[config.mk]
export PLATFORM = sky130hd
export DESIGN_NAME = english_suffix_stemmer
export DESIGN_NICKNAME = d
export VERILOG_FILES = /design/src/sv/ess_pkg.sv /design/src/sv/ess_rules.sv /design/src/sv/english_suffix_stemmer.sv
export SDC_FILE = /design/constraint.sdc
export NUM_CORES = 1
export LEC_CHECK = 0
export BUFFER_PORTS_ARGS = -buffer_cell sky130_fd_sc_hd__clkbuf_2
export CAP_MARGIN = 0
export CORE_MARGIN = 10
export CORE_UTILIZATION = 40
export DETAILED_ROUTE_END_ITERATION = 6
export PLACE_DENSITY = 0.54
export SLEW_MARGIN = 25
export SYNTH_ARGS = -nofsm -noshare
export SYNTH_HDL_FRONTEND = slang
export SYNTH_HIERARCHICAL = 1
export SYNTH_SLANG_ARGS = --single-unit
[constraint.sdc]
create_clock -name clock -period 3.8 [get_ports clock]
set_input_delay 0.38 -clock clock [delete_from_list [all_inputs] [get_ports clock]]
set_output_delay 0.38 -clock clock [all_outputs]
set_load 0.005 [all_outputs]
[src/sv/ess_pkg.sv]
package ess_pkg;

   // Tail window: entry 0 is the newest byte.
   localparam int unsigned DEPTH = 6;
   typedef logic [DEPTH-1:0][7:0] window_type;

   // Characters used by the rules.
   localparam logic [7:0] CH_APOS = 8'h27;
   localparam logic [7:0] CH_A    = 8'h61;
   localparam logic [7:0] CH_C    = 8'h63;
   localparam logic [7:0] CH_D    = 8'h64;
   localparam logic [7:0] CH_E    = 8'h65;
   localparam logic [7:0] CH_F    = 8'h66;
   localparam logic [7:0] CH_G    = 8'h67;
   localparam logic [7:0] CH_H    = 8'h68;
   localparam logic [7:0] CH_I    = 8'h69;
   localparam logic [7:0] CH_L    = 8'h6c;
   localparam logic [7:0] CH_N    = 8'h6e;
   localparam logic [7:0] CH_O    = 8'h6f;
   localparam logic [7:0] CH_R    = 8'h72;
   localparam logic [7:0] CH_S    = 8'h73;
   localparam logic [7:0] CH_T    = 8'h74;
   localparam logic [7:0] CH_U    = 8'h75;
   localparam logic [7:0] CH_V    = 8'h76;
   localparam logic [7:0] CH_X    = 8'h78;
   localparam logic [7:0] CH_Y    = 8'h79;
   localparam logic [7:0] CH_Z    = 8'h7a;

   // Suffix codes appended to a stem.
   localparam logic [2:0] APP_NONE = 3'd0;
   localparam logic [2:0] APP_E    = 3'd1;
   localparam logic [2:0] APP_Y    = 3'd2;
   localparam logic [2:0] APP_LE   = 3'd3;
   localparam logic [2:0] APP_FE   = 3'd4;

   // One candidate stem, laid out as it leaves on the result channel.
   typedef struct packed {
      logic       last;
      logic [2:0] app;
      logic [2:0] strip;
   } cand_type;

   // Up to two candidates for one word.
   typedef struct packed {
      logic [1:0] count;
      cand_type   c0;
      cand_type   c1;
   } result_type;

   // Byte k from the word end, k = 1 is the last; zero outside the window.
   function automatic logic [7:0] ch(window_type w, logic [2:0] k);
      logic [7:0] r;
      r = 8'h00;
      if (k >= 3'd1 && k <= 3'd6) begin
         r = w[k - 3'd1];
      end
      return r;
   endfunction

   function automatic logic is_vowel(logic [7:0] x);
      return x == CH_A || x == CH_E || x == CH_I || x == CH_O || x == CH_U || x == CH_Y;
   endfunction

   function automatic logic is_liquid(logic [7:0] x);
      return x == CH_L || x == CH_R || x == CH_S || x == CH_V || x == CH_Z;
   endfunction

   function automatic result_type one(logic [2:0] strip, logic [2:0] app);
      result_type r;
      r = '0;
      r.count    = 2'd1;
      r.c0.strip = strip;
      r.c0.app   = app;
      return r;
   endfunction

   function automatic result_type two(logic [2:0] s0, logic [2:0] a0,
                                      logic [2:0] s1, logic [2:0] a1);
      result_type r;
      r = '0;
      r.count    = 2'd2;
      r.c0.strip = s0;
      r.c0.app   = a0;
      r.c1.strip = s1;
      r.c1.app   = a1;
      return r;
   endfunction

   // Plural and possessive rules with o characters already stripped.
   function automatic result_type plural(window_type w, logic [2:0] o);
      logic [7:0] d1;
      logic [7:0] d2;
      logic [7:0] d3;
      result_type r;
      d1 = ch(w, o + 3'd1);
      d2 = ch(w, o + 3'd2);
      d3 = ch(w, o + 3'd3);
      if (d1 != CH_E) begin
         r = one(o, APP_NONE);
      end else if (d2 == CH_I) begin
         r = one(o + 3'd2, APP_Y);
      end else if (d2 == CH_H) begin
         r = one((d3 == CH_T) ? o : o + 3'd1, APP_NONE);
      end else if (d2 == CH_X) begin
         r = one(o + 3'd1, APP_NONE);
      end else if (d2 == CH_S || d2 == CH_Z) begin
         r = one((d3 == CH_S || d3 == CH_Z) ? o + 3'd1 : o, APP_NONE);
      end else if (d2 == CH_V) begin
         r = two(o, APP_NONE, o + 3'd2, APP_FE);
      end else begin
         r = one(o, APP_NONE);
      end
      return r;
   endfunction

   // Ending repair rules after ing/ed/en/er/est with o characters stripped.
   function automatic result_type repair(window_type w, logic [2:0] o);
      logic [7:0] d1;
      logic [7:0] d2;
      logic [7:0] d3;
      logic       noend;
      result_type r;
      d1 = ch(w, o + 3'd1);
      d2 = ch(w, o + 3'd2);
      d3 = ch(w, o + 3'd3);
      noend = d1 == CH_C || d1 == CH_G || d1 == CH_S || d1 == CH_V || d1 == CH_Z;
      r = '0;
      if (is_vowel(d1)) begin
         if (d1 == CH_I) begin
            r = one(o + 3'd1, APP_Y);
         end else if (d1 == CH_Y) begin
            r = one(o, APP_NONE);
         end else if (d1 == CH_E) begin
            r = (d2 == CH_E) ? one(o, APP_NONE) : two(o, APP_NONE, o, APP_E);
         end else begin
            r = one(o, APP_E);
         end
      end else if (d1 == CH_H) begin
         r = (d2 == CH_T) ? two(o, APP_NONE, o, APP_E) : one(o, APP_NONE);
      end else if (d1 == d2) begin
         r = is_liquid(d1) ? two(o, APP_NONE, o + 3'd1, APP_NONE)
                           : one(o + 3'd1, APP_NONE);
      end else if (is_vowel(d2)) begin
         if (is_vowel(d3)) begin
            r = one(o, noend ? APP_E : APP_NONE);
         end else begin
            r = one(o, APP_E);
         end
      end else if (is_liquid(d1)) begin
         r = (d1 == CH_L && d2 == CH_R) ? one(o, APP_NONE) : one(o, APP_E);
      end
      return r;
   endfunction

endpackage

[src/sv/ess_rules.sv]
// Suffix decision tree over a finished word's tail window.
module ess_rules (
   input  ess_pkg::window_type window,
   output ess_pkg::result_type result
);

   logic [7:0]          c1;
   logic [7:0]          c2;
   logic [7:0]          c3;
   ess_pkg::result_type raw;

   assign c1 = window[0];
   assign c2 = window[1];
   assign c3 = window[2];

   // Pick the first suffix rule that matches the word end.
   always_comb begin
      raw = '0;
      if (c1 == ess_pkg::CH_T && c2 == ess_pkg::CH_APOS && c3 == ess_pkg::CH_N) begin
         raw = ess_pkg::one(3'd3, ess_pkg::APP_NONE);
      end else if (c1 == ess_pkg::CH_S && c2 == ess_pkg::CH_APOS) begin
         raw = ess_pkg::one(3'd2, ess_pkg::APP_NONE);
      end else if (c1 == ess_pkg::CH_APOS) begin
         raw = ess_pkg::plural(window, 3'd2);
      end else if (c1 == ess_pkg::CH_S) begin
         raw = ess_pkg::plural(window, 3'd1);
      end else if (c1 == ess_pkg::CH_Y && c2 == ess_pkg::CH_L) begin
         if (c3 == ess_pkg::CH_I) begin
            raw = ess_pkg::one(3'd3, ess_pkg::APP_Y);
         end else begin
            raw = ess_pkg::two(3'd2, ess_pkg::APP_NONE, 3'd2, ess_pkg::APP_LE);
         end
      end else if (c1 == ess_pkg::CH_G && c2 == ess_pkg::CH_N && c3 == ess_pkg::CH_I) begin
         raw = ess_pkg::repair(window, 3'd3);
      end else if ((c1 == ess_pkg::CH_D || c1 == ess_pkg::CH_N || c1 == ess_pkg::CH_R)
                   && c2 == ess_pkg::CH_E) begin
         raw = ess_pkg::repair(window, 3'd2);
      end else if (c1 == ess_pkg::CH_T && c2 == ess_pkg::CH_S && c3 == ess_pkg::CH_E) begin
         raw = ess_pkg::repair(window, 3'd3);
      end
   end

   // Mark the final candidate of the word.
   always_comb begin
      result = raw;
      if (raw.count == 2'd1) begin
         result.c0.last = 1'b1;
      end else if (raw.count == 2'd2) begin
         result.c1.last = 1'b1;
      end
   end

endmodule

[src/sv/english_suffix_stemmer.sv]
// English suffix stemmer.
// The request channel carries one byte of a word per transfer; req_tlast marks
// the final byte. On that byte the last six bytes are run through the
// suffix rules, and zero to two candidate stems leave on the response
// channel, one per transfer, each a strip count and an append code, with
// rsp_tlast on the final candidate of the word. A word with no matching
// rule gives no response at all.
// A word's first candidate passes the analysis register, then the result
// register, before it is valid; a busy result register holds it back.
// Throughput: one byte per cycle while the receiver keeps up; words that
// end in back-to-back cycles are also taken at full rate as long as each
// gives at most one candidate, since the result register drains one
// candidate per cycle while rsp_tready is high.
// When the receiver stalls, the result register holds and the analysis
// register fills; further bytes are refused once both are occupied.
// Reset clears the tail window and empties both registers.
module english_suffix_stemmer (
   input  logic       clock,
   input  logic       reset,
   // req_tdata: [7:0] character
   input  logic       req_tvalid,
   output logic       req_tready,
   input  logic [7:0] req_tdata,
   input  logic       req_tlast,
   // rsp_tdata: [2:0] strip_count, [5:3] append_code, [7:6] zero
   output logic       rsp_tvalid,
   input  logic       rsp_tready,
   output logic [7:0] rsp_tdata,
   output logic       rsp_tlast
);

   ess_pkg::window_type window_ff;
   ess_pkg::window_type window_in;
   ess_pkg::window_type shifted;
   ess_pkg::window_type s1_win_ff;
   ess_pkg::window_type s1_win_in;
   logic                s1_valid_ff;
   logic                s1_valid_in;
   ess_pkg::result_type result;
   ess_pkg::cand_type   ent0_ff;
   ess_pkg::cand_type   ent0_in;
   ess_pkg::cand_type   ent1_ff;
   ess_pkg::cand_type   ent1_in;
   logic [1:0]          cnt_ff;
   logic [1:0]          cnt_in;
   logic                req_fire;
   logic                rsp_fire;
   logic                free_next;
   logic                s1_move;

   assign req_fire  = req_tvalid && req_tready;
   assign rsp_fire  = rsp_tvalid && rsp_tready;
   assign free_next = (cnt_ff == 2'd0) || (cnt_ff == 2'd1 && rsp_fire);
   assign s1_move   = s1_valid_ff && free_next;
   assign req_tready = !s1_valid_ff || s1_move;

   // Shift the new byte into the tail window; a word end clears it.
   always_comb begin
      shifted   = {window_ff[4:0], req_tdata};
      window_in = window_ff;
      s1_win_in = s1_win_ff;
      if (req_fire) begin
         if (req_tlast) begin
            window_in = '0;
            s1_win_in = shifted;
         end else begin
            window_in = shifted;
         end
      end
   end

   // Analysis register holds a finished word until the result register frees.
   always_comb begin
      s1_valid_in = s1_valid_ff;
      if (req_fire && req_tlast) begin
         s1_valid_in = 1'b1;
      end else if (s1_move) begin
         s1_valid_in = 1'b0;
      end
   end

   ess_rules u_rules (
      .window (s1_win_ff),
      .result (result)
   );

   // Result register: two candidate slots drained one candidate at a time.
   always_comb begin
      ent0_in = ent0_ff;
      ent1_in = ent1_ff;
      cnt_in  = cnt_ff;
      if (s1_move) begin
         ent0_in = result.c0;
         ent1_in = result.c1;
         cnt_in  = result.count;
      end else if (rsp_fire) begin
         ent0_in = ent1_ff;
         cnt_in  = cnt_ff - 2'd1;
      end
   end

   always_ff @(posedge clock) begin
      if (reset) begin
         window_ff   <= '0;
         s1_valid_ff <= 1'b0;
         cnt_ff      <= 2'd0;
      end else begin
         window_ff   <= window_in;
         s1_valid_ff <= s1_valid_in;
         cnt_ff      <= cnt_in;
      end
   end

   always_ff @(posedge clock) begin
      s1_win_ff <= s1_win_in;
      ent0_ff   <= ent0_in;
      ent1_ff   <= ent1_in;
   end

   assign rsp_tvalid = cnt_ff != 2'd0;
   assign rsp_tdata  = {2'b00, ent0_ff.app, ent0_ff.strip};
   assign rsp_tlast  = ent0_ff.last;

   // The final candidate of a word is always the only one left in the buffer.
   a_last_alone: assert property (@(posedge clock) disable iff (reset)
      (rsp_fire && rsp_tlast) |-> cnt_ff == 2'd1)
      else $error("final candidate left with another one behind it");

   // With two candidates buffered, the front one is never the final one.
   a_two_front: assert property (@(posedge clock) disable iff (reset)
      (cnt_ff == 2'd2) |-> !ent0_ff.last)
      else $error("front candidate marked final while two are buffered");

   // A word end leaves an empty tail window behind.
   a_window_clear: assert property (@(posedge clock) disable iff (reset)
      (req_fire && req_tlast) |=> window_ff == '0)
      else $error("tail window not cleared after word end");

   // A stalled analysis register keeps its word.
   a_s1_hold: assert property (@(posedge clock) disable iff (reset)
      (s1_valid_ff && !s1_move) |=> s1_valid_ff && $stable(s1_win_ff))
      else $error("pending word lost from analysis register");

endmodule
==> impl_metrics.toml <==
[logic_synthesis]
yosysSeqAreaShare_pct = 45.6
yosysWarnings = 6
synth-edff-count = 62
ys_ff_latch = 105
yosysTopAreaCellShare_pct = 31.2
synth_area_per_cell_um2 = 10.8
ys_async_sr_fraction_pct = 0
syn_area_um2 = 5970
ys_types = 80
yosys.area.top_type = "edfxtp_1"
synth_ff_type = "edfxtp_1"
synth.top_cells.by_area = "edfxtp_1, dfxtp_1, mux2i_1, or3b_1, nand2b_1"
synth_cells = 554

[clock_network]
cts_root_buf = "clkbuf_16"
tritoncts.num_buffers = 9
ctsResizeCount = 0
clk_pin_slew_ns = 0.08
cts_tree = "yes"
clkSinkCount = 105
cts-htree-levels = 3
clock_latency_ns = 0.36
postCtsSetupBuffers = 0
hold_buffers = 0
cts_buffer_depth = 2

[layout]
drive_gt1_share_pct = 13.2
synthToLayoutAreaGrowth_pct = 7.27
fin_area_um2 = 6400
n_antenna_cell = 0
layout.nets = 571

[timing]
finalHoldViolations = 0
finalCritPeriodShare_pct = 77.4
slew_violations = 0
worst_pin_slew_ns = 0.878
period_needed_ns = 2.94
fin_tns_setup_ns = 0
clock_skew_ns = 0.0106
rsz0062_at_grt = "no"
finalSetupViolCount = 0
fmax_mhz = 340
max_slew_margin_pct = 41.5

[route]
firstDrtPassIters = 5
drt_wl_total_mm = 13.3
num_vias = 4185
drt_iter0_drc = 310
drc = 0
ant_nets = 0
wl_per_cell_um = 17.8
vias_per_cell = 5.62

[grt]
grt_max_degree = 57
antenna_found_initial = 0
grt_usage_pct = 13.3
grt_pass1_vias = 4033
overflow = 0
grt_pass1_wl_mm = 21.7

[placed_design]
dp_hpwl_mm = 9.49
dpl_cell_area_um2 = 6110
io_buffers = 21
gp_congestion = 0.906

[pwr]
vdd_drop_max_uv = 294
total_power_mw = 2.44
total_leakage_power_nw = 2.23
powerDensity_nw_per_um2 = 380

[setup_path]
worst-setup-path-type = "register to register"
timing.rr.start = "s1_win_ff[19]"
startpoint = "s1_win_ff[19]"
required_ns = 3.90
crit_path_start_kind = "register"
crit_path_end_kind = "register"
cp_data_arrival_time_ns = 3.04
path_max_fanout = 17

[floorplan]
die_area_um2 = 20200
core_um2 = 14600
initial_core_util_pct = 40.9
fp.dieW_um = 142
rows = 44
die_y_um = 142
ioPinCount = 24

[flow_run]
max_cap_violations = 0

[hold_path]
holdCritStartpoint = "req_tdata[7]"
worst_hold_path_type = "input pin to register"

[run_status]
status = "finished clean"
-- Yosys cell counts (3+ instances only) --
| library cell | n |
|---|---|
| nand3_1 | 8 |
| inv_1 | 14 |
| nor2b_1 | 9 |
| and4b_1 | 3 |
| a21oi_1 | 16 |
| buf_2 | 3 |
| xnor2_1 | 9 |
| and4_1 | 3 |
| or2_2 | 4 |
| xor2_1 | 11 |
| a211oi_1 | 4 |
| or3b_2 | 5 |
| clkbuf_1 | 21 |
| nand4b_1 | 7 |
| o21ai_1 | 4 |
| o21ai_0 | 9 |
| buf_6 | 4 |
| or3b_1 | 40 |
| buf_4 | 4 |
| nand3b_1 | 9 |
| nor2_1 | 24 |
| and3_1 | 3 |
| mux2i_1 | 41 |
| dfxtp_1 | 43 |
| nand2_1 | 23 |
| and2_1 | 4 |
| nand4_1 | 6 |
| a31oi_1 | 8 |
| mux2_4 | 7 |
| edfxtp_1 | 62 |
| nor3_1 | 7 |
| and3b_1 | 3 |
| nand2b_1 | 49 |
| a21boi_0 | 3 |
| o211ai_1 | 7 |
| nor4_1 | 13 |
| nor4b_1 | 3 |
| buf_12 | 4 |
-- per-stage QoR --
stage / hold WS (ns) / worst slack (ns) / std cells / utilization (%)
floorplan: 0.409 / 1.12 / 555 / -
global placement: 0.415 / 0.975 / 729 / 41.9
detailed placement: 0.420 / 0.940 / 729 / 41.9
CTS: 0.199 / 0.903 / 745 / 43.9
global route: 0.204 / 0.662 / 745 / 43.9
finish: 0.208 / 0.858 / 745 / 43.9
-- registers in the layout, indices dropped and copies added (netlist names) --
register,flops
ent1_ff,7
cnt_ff,2
rsp_tdata,6
shifted,40
s1_win_ff,48
rsp_tlast,1
s1_valid_ff,1
-- critical path, cell delays in order (launching register included) --
cell      delay [ns]
edfxtp_1        0.61
nor4b_1         0.58
nand3_1         0.23
o41ai_1         0.44
o21ai_0         0.22
a31oi_1         0.24
nand3_1         0.10
mux2_4          0.27
-- cell usage in the layout (no fill, tap or decap), types with 4 or more instances in the layout --
master / instances
nand4_1: 6
edfxtp_1: 62
a21oi_1: 16
clkbuf_16: 9
inv_1: 14
a31oi_1: 8
clkbuf_2: 21
nand2_1: 23
or3b_2: 5
or2_2: 4
o21ai_1: 4
nand3b_1: 9
nand4b_1: 7
xor2_1: 11
a211oi_1: 4
mux2_4: 7
nor3_1: 7
o211ai_1: 7
nand2b_1: 49
nor4_1: 13
dfxtp_1: 43
buf_4: 7
or3b_1: 40
xnor2_1: 9
nor2b_1: 9
o21ai_0: 9
nor2_1: 24
mux2i_1: 41
nand3_1: 8
-- where the power goes --
part           internal (mW)  total [mW]  switching [mW]
Clock                  0.460       0.903           0.443
Sequential              1.26        1.30          0.0450
Combinational          0.103       0.230           0.127
Total                   1.82        2.44           0.615
-- metal layers --
metal / vias to the layer above / GRT usage, % / wire length [um]
li1: 2064 / - / -
met1: 2019 / 18.0 / 6440
met2: 85 / 20.2 / 6060
met3: 17 / 3.37 / 545
met4: 0 / 4.57 / 247
met5: - / 0 / 0
-- cell families after synthesis --
| group | share of synthesized area [%] |
|---|---|
| and+or+nand+nor | 26.9 |
| DFF | 45.6 |
| AOI/OAI and AO/OA | 10.1 |
| buffers and inverters | 5.24 |
| muxes | 8.63 |
| xor gates and xnor gates | 2.93 |
| adders and majority gates | 0.419 |
| other | 0.126 |
-- worst paths after layout --
path,end,slack (ns),cells past startpoint
setup / recovery,rsp_tlast,0.86,7
hold / removal,s1_win_ff[7],0.21,1
setup reg to reg,rsp_tlast,0.86,7
hold reg to reg,s1_win_ff[45],0.44,0
-- final cells by class --
class                   instances  area [um^2]
inverters                      15         56.3
fillers                      1368         8180
well taps                     184          230
multi-input cells             397         2950
repair buffers                 28          158
clock inverters                 6         61.3
flip-flops and latches        105         2720
clock buffers                  10          229
Power figures use the tool's default switching activity.
